<file path="config.mk">
export PLATFORM = sky130hd
export DESIGN_NAME = clipped_masked_block_blitter_unit
export DESIGN_NICKNAME = d
export VERILOG_FILES = /design/src/cmbb_pkg.sv /design/src/cmbb_ram.sv /design/src/cmbb_front.sv /design/src/cmbb_queue.sv /design/src/cmbb_back.sv /design/src/clipped_masked_block_blitter_unit.sv
export VERILOG_INCLUDE_DIRS = /design/src /design/src/src
export SDC_FILE = /design/constraint.sdc
export NUM_CORES = 2
export LEC_CHECK = 0
export BUFFER_PORTS_ARGS = -buffer_cell sky130_fd_sc_hd__buf_2
export CAP_MARGIN = 10
export CORE_ASPECT_RATIO = 0.8
export CORE_MARGIN = 2
export CORE_UTILIZATION = 33
export DETAILED_ROUTE_END_ITERATION = 8
export PLACE_DENSITY_LB_ADDON = 0.15
export SYNTH_ARGS = -nofsm -noshare
export SYNTH_HDL_FRONTEND = slang
export SYNTH_SLANG_ARGS = --single-unit
</file>
<file path="constraint.sdc">
create_clock -name clk -period 18.7 [get_ports clk]
set_input_delay 3.74 -clock clk [delete_from_list [all_inputs] [get_ports clk]]
set_output_delay 3.74 -clock clk [all_outputs]
set_load 0.01 [all_outputs]
</file>
<file path="src/clipped_masked_block_blitter_unit_assert.svh">
// Assertion macros for the block blitter.
// Each property is clocked by clk and disabled while rst_n is low.
`ifndef CLIPPED_MASKED_BLOCK_BLITTER_UNIT_ASSERT_SVH
`define CLIPPED_MASKED_BLOCK_BLITTER_UNIT_ASSERT_SVH
`ifndef ASSERT_OFF
`define CMBB_ASSERT(label, prop) \
    label: assert property (@(posedge clk) disable iff (!rst_n) prop) \
        else $error("cmbb assertion failed");
`define CMBB_ASSERT_NEVER(label, cond) \
    label: assert property (@(posedge clk) disable iff (!rst_n) !(cond)) \
        else $error("cmbb forbidden condition");
`else
`define CMBB_ASSERT(label, prop)
`define CMBB_ASSERT_NEVER(label, cond)
`endif
`endif

</file>
<file path="src/cmbb_pkg.sv">
`timescale 1ns / 1ps
package cmbb_pkg;

    localparam int MAX_DIM     = 2048;
    localparam int POS_W       = $clog2(MAX_DIM);
    localparam int DIM_W       = 12;
    localparam int COORD_W     = 12;
    localparam int PITCH_W     = 13;
    localparam int SCOORD_W    = ((POS_W > COORD_W) ? POS_W : COORD_W) + 2;
    localparam int PIX_W       = 8;
    localparam int MAP_ENTRIES = 256;
    localparam int MAP_AW      = $clog2(MAP_ENTRIES);
    localparam int ADDR_BITS   = 24;
    localparam int PROD_W      = COORD_W + PITCH_W;
    localparam int SUM_W       = ((PROD_W > ADDR_BITS) ? PROD_W : ADDR_BITS) + 1;
    localparam int QDEPTH      = 4;
    localparam int QAW         = $clog2(QDEPTH);
    localparam int QCNT_W      = QAW + 1;
    localparam int CFG_IDX_W   = 3;
    localparam int CFG_DATA_W  = 13;

    typedef enum logic [CFG_IDX_W-1:0] {
        CFG_DEST_WIDTH   = 3'd0,
        CFG_DEST_HEIGHT  = 3'd1,
        CFG_DEST_PITCH   = 3'd2,
        CFG_ORIGIN_X     = 3'd3,
        CFG_ORIGIN_Y     = 3'd4,
        CFG_BLOCK_WIDTH  = 3'd5,
        CFG_BLOCK_HEIGHT = 3'd6,
        CFG_MASKED_MODE  = 3'd7
    } cfg_index_t;

    typedef enum logic {
        ACT_MAP_LOAD = 1'b0,
        ACT_PIXEL    = 1'b1
    } action_t;

    typedef struct packed {
        logic [DIM_W-1:0]          dest_width;
        logic [DIM_W-1:0]          dest_height;
        logic [PITCH_W-1:0]        dest_pitch;
        logic signed [COORD_W-1:0] origin_x;
        logic signed [COORD_W-1:0] origin_y;
        logic [DIM_W-1:0]          block_width;
        logic [DIM_W-1:0]          block_height;
        logic                      masked_mode;
    } cfg_t;

    typedef struct packed {
        logic               is_load;
        logic [MAP_AW-1:0]  map_index;
        logic [PIX_W-1:0]   map_value;
        logic [PIX_W-1:0]   pixel;
        logic               we;
        logic               use_map;
        logic               done;
        logic [COORD_W-1:0] x;
        logic [COORD_W-1:0] y;
    } q_entry_t;

    typedef struct packed {
        logic [POS_W-1:0] col;
        logic [POS_W-1:0] row;
        logic             done_push;
    } front_stat_t;

    typedef struct packed {
        logic [QCNT_W-1:0] count;
        logic              full;
        logic              empty;
    } q_stat_t;

    function automatic logic [DIM_W:0] clamp_dim(input logic [DIM_W-1:0] v);
        logic [DIM_W:0] r;
        if (v == '0) begin
            r = (DIM_W + 1)'(1);
        end else if ((DIM_W + 1)'(v) > (DIM_W + 1)'(MAX_DIM)) begin
            r = (DIM_W + 1)'(MAX_DIM);
        end else begin
            r = (DIM_W + 1)'(v);
        end
        return r;
    endfunction

endpackage

</file>
<file path="src/cmbb_ram.sv">
`timescale 1ns / 1ps
module cmbb_ram #(
    parameter int WIDTH = 8,
    parameter int DEPTH = 256
) (
    input  logic                     clk,
    input  logic                     we,
    input  logic [$clog2(DEPTH)-1:0] waddr,
    input  logic [WIDTH-1:0]         wdata,
    input  logic                     re,
    input  logic [$clog2(DEPTH)-1:0] raddr,
    output logic [WIDTH-1:0]         rdata
);

    logic [WIDTH-1:0] mem_reg [DEPTH];
    logic [WIDTH-1:0] rdata_reg;

    always_ff @(posedge clk)
    begin
        if (we)
        begin
            mem_reg[waddr] <= wdata;
        end
        if (re)
        begin
            rdata_reg <= mem_reg[raddr];
        end
    end

    assign rdata = rdata_reg;

endmodule

</file>
<file path="src/cmbb_front.sv">
`timescale 1ns / 1ps
module cmbb_front
    import cmbb_pkg::*;
(
    input  logic               clk,
    input  logic               rst_n,
    input  cfg_t               cfg,
    input  logic               accept,
    input  logic               action,
    input  logic [MAP_AW-1:0]  map_index,
    input  logic [PIX_W-1:0]   map_value,
    input  logic [PIX_W-1:0]   pixel,
    input  logic               first_pixel,
    output q_entry_t           entry,
    output front_stat_t        stat
);

    logic [POS_W-1:0]           col_reg, col_next;
    logic [POS_W-1:0]           row_reg, row_next;
    logic [POS_W-1:0]           col0, row0;
    logic [DIM_W:0]             bw, bh;
    logic signed [SCOORD_W-1:0] x_s, y_s;
    logic                       in_dest, opaque;
    logic                       col_wrap, row_wrap;

    always_comb
    begin
        bw   = clamp_dim(cfg.block_width);
        bh   = clamp_dim(cfg.block_height);
        col0 = first_pixel ? '0 : col_reg;
        row0 = first_pixel ? '0 : row_reg;

        x_s = SCOORD_W'(cfg.origin_x) + SCOORD_W'(col0);
        y_s = SCOORD_W'(cfg.origin_y) + SCOORD_W'(row0);
        in_dest = !x_s[SCOORD_W-1] && !y_s[SCOORD_W-1]
                  && (x_s[SCOORD_W-2:0] < (SCOORD_W - 1)'(cfg.dest_width))
                  && (y_s[SCOORD_W-2:0] < (SCOORD_W - 1)'(cfg.dest_height));
        opaque = !cfg.masked_mode || (pixel != '0);

        col_wrap = ((DIM_W + 1)'(col0) + (DIM_W + 1)'(1)) >= bw;
        row_wrap = ((DIM_W + 1)'(row0) + (DIM_W + 1)'(1)) >= bh;

        col_next = col_reg;
        row_next = row_reg;
        if (accept && (action == ACT_PIXEL))
        begin
            if (col_wrap)
            begin
                col_next = '0;
                row_next = row_wrap ? '0 : row0 + POS_W'(1);
            end
            else
            begin
                col_next = col0 + POS_W'(1);
                row_next = row0;
            end
        end

        entry.is_load   = (action == ACT_MAP_LOAD);
        entry.map_index = map_index;
        entry.map_value = map_value;
        entry.pixel     = pixel;
        entry.we        = (action == ACT_PIXEL) && in_dest && opaque;
        entry.use_map   = cfg.masked_mode;
        entry.done      = (action == ACT_PIXEL) && col_wrap && row_wrap;
        entry.x         = x_s[COORD_W-1:0];
        entry.y         = y_s[COORD_W-1:0];

        stat.col       = col_reg;
        stat.row       = row_reg;
        stat.done_push = accept && entry.done;
    end

    always_ff @(posedge clk or negedge rst_n)
    begin
        if (!rst_n)
        begin
            col_reg <= '0;
            row_reg <= '0;
        end
        else
        begin
            col_reg <= col_next;
            row_reg <= row_next;
        end
    end

endmodule

</file>
<file path="src/cmbb_queue.sv">
`timescale 1ns / 1ps
module cmbb_queue
    import cmbb_pkg::*;
(
    input  logic     clk,
    input  logic     rst_n,
    input  logic     push,
    input  q_entry_t push_entry,
    input  logic     pop,
    output q_entry_t head,
    output q_stat_t  stat
);

    q_entry_t          slot_reg [QDEPTH];
    logic [QAW-1:0]    wr_ptr_reg, wr_ptr_next;
    logic [QAW-1:0]    rd_ptr_reg, rd_ptr_next;
    logic [QCNT_W-1:0] count_reg, count_next;

    always_comb
    begin
        wr_ptr_next = push ? wr_ptr_reg + QAW'(1) : wr_ptr_reg;
        rd_ptr_next = pop ? rd_ptr_reg + QAW'(1) : rd_ptr_reg;
        count_next  = count_reg;
        if (push && !pop)
        begin
            count_next = count_reg + QCNT_W'(1);
        end
        else if (pop && !push)
        begin
            count_next = count_reg - QCNT_W'(1);
        end
        head       = slot_reg[rd_ptr_reg];
        stat.count = count_reg;
        stat.full  = (count_reg == QCNT_W'(QDEPTH));
        stat.empty = (count_reg == '0);
    end

    always_ff @(posedge clk)
    begin
        if (push)
        begin
            slot_reg[wr_ptr_reg] <= push_entry;
        end
    end

    always_ff @(posedge clk or negedge rst_n)
    begin
        if (!rst_n)
        begin
            wr_ptr_reg <= '0;
            rd_ptr_reg <= '0;
            count_reg  <= '0;
        end
        else
        begin
            wr_ptr_reg <= wr_ptr_next;
            rd_ptr_reg <= rd_ptr_next;
            count_reg  <= count_next;
        end
    end

endmodule

</file>
<file path="src/cmbb_back.sv">
`timescale 1ns / 1ps
module cmbb_back
    import cmbb_pkg::*;
(
    input  logic                 clk,
    input  logic                 rst_n,
    input  logic [PITCH_W-1:0]   pitch,
    input  q_entry_t             head,
    input  logic                 empty,
    output logic                 pop,
    output logic                 out_valid,
    input  logic                 out_stall,
    output logic                 write_enable,
    output logic [ADDR_BITS-1:0] write_address,
    output logic [PIX_W-1:0]     write_data,
    output logic                 block_done
);

    logic                 advance;
    logic                 ram_we, ram_re;
    logic [PIX_W-1:0]     map_data;
    logic [SUM_W-1:0]     addr_sum;

    logic                 b1_valid_reg, b1_valid_next;
    logic                 b1_we_reg;
    logic                 b1_use_map_reg;
    logic                 b1_done_reg;
    logic [PIX_W-1:0]     b1_pixel_reg;
    logic [PROD_W-1:0]    b1_prod_reg;
    logic [COORD_W-1:0]   b1_y_reg;

    logic                 out_valid_reg, out_valid_next;
    logic                 out_we_reg;
    logic [ADDR_BITS-1:0] out_addr_reg;
    logic [PIX_W-1:0]     out_data_reg;
    logic                 out_done_reg;

    assign advance = !out_valid_reg || !out_stall;
    assign pop     = advance && !empty;
    assign ram_we  = pop && head.is_load;
    assign ram_re  = pop && !head.is_load && head.we && head.use_map;

    cmbb_ram #(
        .WIDTH (PIX_W),
        .DEPTH (MAP_ENTRIES)
    ) u_color_map (
        .clk   (clk),
        .we    (ram_we),
        .waddr (head.map_index),
        .wdata (head.map_value),
        .re    (ram_re),
        .raddr (head.pixel),
        .rdata (map_data)
    );

    always_comb
    begin
        b1_valid_next  = advance ? pop : b1_valid_reg;
        out_valid_next = advance ? b1_valid_reg : out_valid_reg;
        addr_sum       = SUM_W'(b1_prod_reg) + SUM_W'(b1_y_reg);
    end

    always_ff @(posedge clk or negedge rst_n)
    begin
        if (!rst_n)
        begin
            b1_valid_reg  <= 1'b0;
            out_valid_reg <= 1'b0;
        end
        else
        begin
            b1_valid_reg  <= b1_valid_next;
            out_valid_reg <= out_valid_next;
        end
    end

    always_ff @(posedge clk)
    begin
        if (pop)
        begin
            b1_we_reg      <= head.we;
            b1_use_map_reg <= head.use_map;
            b1_done_reg    <= head.done;
            b1_pixel_reg   <= head.pixel;
            b1_prod_reg    <= PROD_W'(head.x) * PROD_W'(pitch);
            b1_y_reg       <= head.y;
        end
        if (advance && b1_valid_reg)
        begin
            out_we_reg   <= b1_we_reg;
            out_done_reg <= b1_done_reg;
            out_addr_reg <= b1_we_reg ? addr_sum[ADDR_BITS-1:0] : '0;
            if (!b1_we_reg)
            begin
                out_data_reg <= '0;
            end
            else
            begin
                out_data_reg <= b1_use_map_reg ? map_data : b1_pixel_reg;
            end
        end
    end

    assign out_valid     = out_valid_reg;
    assign write_enable  = out_we_reg;
    assign write_address = out_addr_reg;
    assign write_data    = out_data_reg;
    assign block_done    = out_done_reg;

endmodule

</file>
<file path="src/clipped_masked_block_blitter_unit.sv">
`timescale 1ns / 1ps
// Channel   | Handshake           | Payload
// ----------+---------------------+---------------------------------------------
// input     | in_valid / in_stall | action map_index map_value pixel first_pixel
// output    | out_valid/out_stall | write_enable write_address write_data
//           |                     | block_done
// config    | cfg_we              | cfg_index cfg_data
//
// One transaction per clock in steady state while out_stall is low; items pass
// front classify, multiply and color map read, and the output register.
// A four-entry queue decouples front and back; in_stall rises only when it is
// full. The color map RAM reads and writes in queue order in the back part.
// Reset clears the position counters, queue and valid flags; configuration
// registers take their documented reset values. No clearing pass is needed.
`include "clipped_masked_block_blitter_unit_assert.svh"
module clipped_masked_block_blitter_unit
    import cmbb_pkg::*;
(
    input  logic                  clk,
    input  logic                  rst_n,
    input  logic                  cfg_we,
    input  logic [CFG_IDX_W-1:0]  cfg_index,
    input  logic [CFG_DATA_W-1:0] cfg_data,
    input  logic                  in_valid,
    output logic                  in_stall,
    input  logic                  action,
    input  logic [MAP_AW-1:0]     map_index,
    input  logic [PIX_W-1:0]      map_value,
    input  logic [PIX_W-1:0]      pixel,
    input  logic                  first_pixel,
    output logic                  out_valid,
    input  logic                  out_stall,
    output logic                  write_enable,
    output logic [ADDR_BITS-1:0]  write_address,
    output logic [PIX_W-1:0]      write_data,
    output logic                  block_done
);

    cfg_t        cfg_reg, cfg_next;
    logic        accept;
    logic        pop;
    q_entry_t    front_entry;
    q_entry_t    head;
    front_stat_t front_stat;
    q_stat_t     q_stat;

    always_comb
    begin
        cfg_next = cfg_reg;
        if (cfg_we)
        begin
            unique case (cfg_index_t'(cfg_index))
                CFG_DEST_WIDTH:   cfg_next.dest_width   = cfg_data[DIM_W-1:0];
                CFG_DEST_HEIGHT:  cfg_next.dest_height  = cfg_data[DIM_W-1:0];
                CFG_DEST_PITCH:   cfg_next.dest_pitch   = cfg_data[PITCH_W-1:0];
                CFG_ORIGIN_X:     cfg_next.origin_x     = $signed(cfg_data[COORD_W-1:0]);
                CFG_ORIGIN_Y:     cfg_next.origin_y     = $signed(cfg_data[COORD_W-1:0]);
                CFG_BLOCK_WIDTH:  cfg_next.block_width  = cfg_data[DIM_W-1:0];
                CFG_BLOCK_HEIGHT: cfg_next.block_height = cfg_data[DIM_W-1:0];
                CFG_MASKED_MODE:  cfg_next.masked_mode  = cfg_data[0];
                default:          cfg_next = cfg_reg;
            endcase
        end
    end

    always_ff @(posedge clk or negedge rst_n)
    begin
        if (!rst_n)
        begin
            cfg_reg.dest_width   <= DIM_W'(320);
            cfg_reg.dest_height  <= DIM_W'(200);
            cfg_reg.dest_pitch   <= PITCH_W'(200);
            cfg_reg.origin_x     <= '0;
            cfg_reg.origin_y     <= '0;
            cfg_reg.block_width  <= DIM_W'(1);
            cfg_reg.block_height <= DIM_W'(1);
            cfg_reg.masked_mode  <= 1'b0;
        end
        else
        begin
            cfg_reg <= cfg_next;
        end
    end

    assign in_stall = q_stat.full;
    assign accept   = in_valid && !q_stat.full;

    cmbb_front u_front (
        .clk         (clk),
        .rst_n       (rst_n),
        .cfg         (cfg_reg),
        .accept      (accept),
        .action      (action),
        .map_index   (map_index),
        .map_value   (map_value),
        .pixel       (pixel),
        .first_pixel (first_pixel),
        .entry       (front_entry),
        .stat        (front_stat)
    );

    cmbb_queue u_queue (
        .clk        (clk),
        .rst_n      (rst_n),
        .push       (accept),
        .push_entry (front_entry),
        .pop        (pop),
        .head       (head),
        .stat       (q_stat)
    );

    cmbb_back u_back (
        .clk           (clk),
        .rst_n         (rst_n),
        .pitch         (cfg_reg.dest_pitch),
        .head          (head),
        .empty         (q_stat.empty),
        .pop           (pop),
        .out_valid     (out_valid),
        .out_stall     (out_stall),
        .write_enable  (write_enable),
        .write_address (write_address),
        .write_data    (write_data),
        .block_done    (block_done)
    );

    `CMBB_ASSERT(a_no_write_zero, out_valid && !write_enable |-> write_address == '0 && write_data == '0)
    `CMBB_ASSERT(a_done_wraps, front_stat.done_push |=> front_stat.col == '0 && front_stat.row == '0)
    `CMBB_ASSERT(a_queue_bound, q_stat.count <= QCNT_W'(QDEPTH))
    `CMBB_ASSERT_NEVER(a_queue_flags, q_stat.full && q_stat.empty)

endmodule
</file>
==> results.yml <==
cts:
  cts_tree: "done"
  ctsResizeCount: 0
  cts_buffers: 247
  clock-sinks: 2462
  cts_buffer_depth: 4
  clk_pin_slew_ns: 0.06
  holdBufCountCts: 0
  cts_root_buf: "clkbuf_16"
  htree_levels: 4
  post-cts-setup-buffer-count: 0
  clock_latency_ns: 0.93
die:
  io_pins: 83
  die_area_sq_um: 319400
  rows: 184
  dieWidth_microns: 631.4
  start_util: 0.3311
  die_y_microns: 505.9
  core_region_area_sq_um: 313800
yosys:
  synth-main-ff-cell: "edfxtp_1"
  ys_types: 70
  synth.yosys.seq_area_share: 0.7060
  syn_area_sq_um: 103900
  synth_nets: 7532
  ys_ff_latch: 2462
  synth-edff-count: 2345
  yosys_warnings: 0
  synth-async-reset-ratio: 0.04752
  synth.avg_cell_area_sq_um: 14.38
  syn_inst: 7225
flow_run:
  max-cap-violations: 0
route:
  drtIter0Drc: 6779
  wl_per_cell_microns: 26.69
  drt-pass1-iter-count: 6
  routed_wirelength_microns: 310400
  drc: 0
  ant_nets: 0
  num_vias: 61280
  vias_per_cell: 5.270
place:
  portBuffers: 82
  place.gp.congestion: 0.8394
  postPlaceCellArea_sq_um: 109000
  hpwl_microns: 190500
  pre_cts_ws_ns: 10.12
global_routing:
  track_usage: 0.1905
  grt_pass1_wl_microns: 446700
  grt_max_degree: 219
  grt.overflow.total: 0
  grt_pass1_vias: 60730
  antenna_found_initial: 26
timing:
  rsz0062_at_grt: "false"
  worstMarginPinSlew_ns: 1.377
  finalCritPeriodShare: 0.4116
  setup_slack_ns: 11.00
  drv_slew: 0
  max_freq_mhz: 129.9
  setup_viol: 0
  hold_viol: 0
  layout_min_cycle_time_ns: 7.698
  max-slew-margin-rel: 0.08040
  finalSetupTns_ns: 0
  finClkSkew_ns: 0.09546
  hold_slack_ns: 0.4989
critical_path:
  crit_path_end_kind: "register"
  crit_required_ns: 19.28
  path_max_fanout: 40
  cp-start-kind: "primary input"
  crit_family: "compound AO/OA/AOI/OAI gates"
  path_buf_inv: 2
  path_cells: "buf_2, buf_4, nor2b_1, ha_1, fa_1, a21o_1, a21oi_1, o21bai_1, a21oi_1, o21ai_0, nand2_1, nand2b_1, a211oi_1, nor2_1, ha_1, a21oi_1, o2111ai_1, a21oi_1, o21ai_0, nor4b_1"
  arrival_ns: 8.28
  cp_slowest_cell: "nor4b_1"
  crit_type: "primary input to register"
  crit_top_cell: "a21oi_1"
  cp_slowest_stage_delay_ns: 0.75
finish:
  largest_reg_flops: 2048
  final_nets: 7549
  layout.filler_cells: 29710
  stdcell_area_sq_um: 116800
  multi_input_area_sq_um: 28210
  final_layout_size_suffix_gt1_frac: 0.1157
  area_growth_pct: 12.40
  register_area_sq_um: 73360
worst_hold_path:
  hold_class: "register to register"
outcome:
  status: "finished, final reports clean"
-- per-layer routing --
metal  up-vias  share of wire  track usage
met3       372          0.068      0.03323
met1     31980           0.48       0.2977
met5         -        0.00022            0
met4        10          0.019      0.03687
li1      26910              -            -
met2      2001           0.43       0.2765
-- path summary, 6_finish.rpt --
path                                            start                          end  slack [ns]  cells after the start
worst max register to register  u_queue.rd_ptr_reg[1]  u_back.u_color_map.rdata[6]       11.14                     13
max in group asynchronous                       rst_n        u_queue.rd_ptr_reg[0]       14.34                      2
worst max-delay path                      first_pixel      u_queue.slot_reg[3][26]       11.00                     20
worst min-delay path             u_queue.count_reg[2]         u_queue.count_reg[2]        0.50                      1
worst min register to register   u_queue.count_reg[2]         u_queue.count_reg[2]        0.50                      1
min in group asynchronous                       rst_n                   cfg_reg[2]        2.90                      1
-- synth_stat cells, types with 14 or more instances --
library cell,count,share of area
a2111oi_0,24,0.0020
a21o_1,18,0.0013
a21oi_1,225,0.011
a22o_1,16,0.0013
a311oi_1,137,0.012
a31oi_1,62,0.0037
and2_1,80,0.0048
and3_1,175,0.011
buf_1,64,0.0023
buf_2,133,0.0064
clkbuf_1,218,0.0079
dfrtp_1,107,0.026
edfxtp_1,2345,0.68
fa_1,113,0.022
ha_1,147,0.018
inv_1,204,0.0074
mux2_2,70,0.0076
mux2i_1,142,0.014
mux4_2,200,0.043
nand2_1,1570,0.057
nand2b_1,14,0.00084
nand3_1,248,0.012
nand4_1,16,0.00096
nor2_1,319,0.012
nor2b_1,51,0.0031
nor3_1,34,0.0016
nor4_1,94,0.0057
o21ai_0,75,0.0036
o221ai_1,40,0.0034
o22ai_1,72,0.0043
o41ai_1,21,0.0018
xnor2_1,46,0.0039
xor2_1,28,0.0024
-- cell usage in the layout (no fill, tap or decap), drive strengths merged, types with 143 or more instances in the layout --
cell | netlist | layout
ha | 147 | 147
mux4 | 200 | 200
edfxtp | 2345 | 2345
nand3 | 248 | 248
a21oi | 225 | 225
mux2i | 143 | 143
nor2 | 319 | 319
inv | 206 | 210
buf | 211 | 197
and3 | 175 | 175
nand2 | 1571 | 1571
clkbuf | 218 | 302
-- kinds of logic after synthesis --
kind of cell | synth area share
and+or+nand+nor | 0.1100
DFF | 0.7060
AOI/OAI and AO/OA | 0.04826
buffers and inverters | 0.02515
muxes | 0.06483
adders and majority gates | 0.03947
xor gates and xnor gates | 0.006238
-- final cells by class --
cell class / count / share of cell area
sequential: 2462 / 0.6282
multi-input combinational: 4128 / 0.2415
clock buffer: 302 / 0.05541
tap: 4185 / 0.04484
timing repair buffer: 197 / 0.01203
clock inverter: 146 / 0.01118
inverter: 206 / 0.006760
antenna: 2 / 0.00004285
-- per-stage QoR --
step / instances / utilization
3_5_place_dp: 11170 / 0.3473
4_1_cts: 11620 / 0.3721
6_report: 11630 / 0.3722
5_1_grt: 11630 / 0.3722
2_1_floorplan: 7225 / -
3_3_place_gp: 11170 / 0.3473
Power is not shown: default switching activity piles up to over one toggle a cycle in this logic, so the estimate is an artifact.
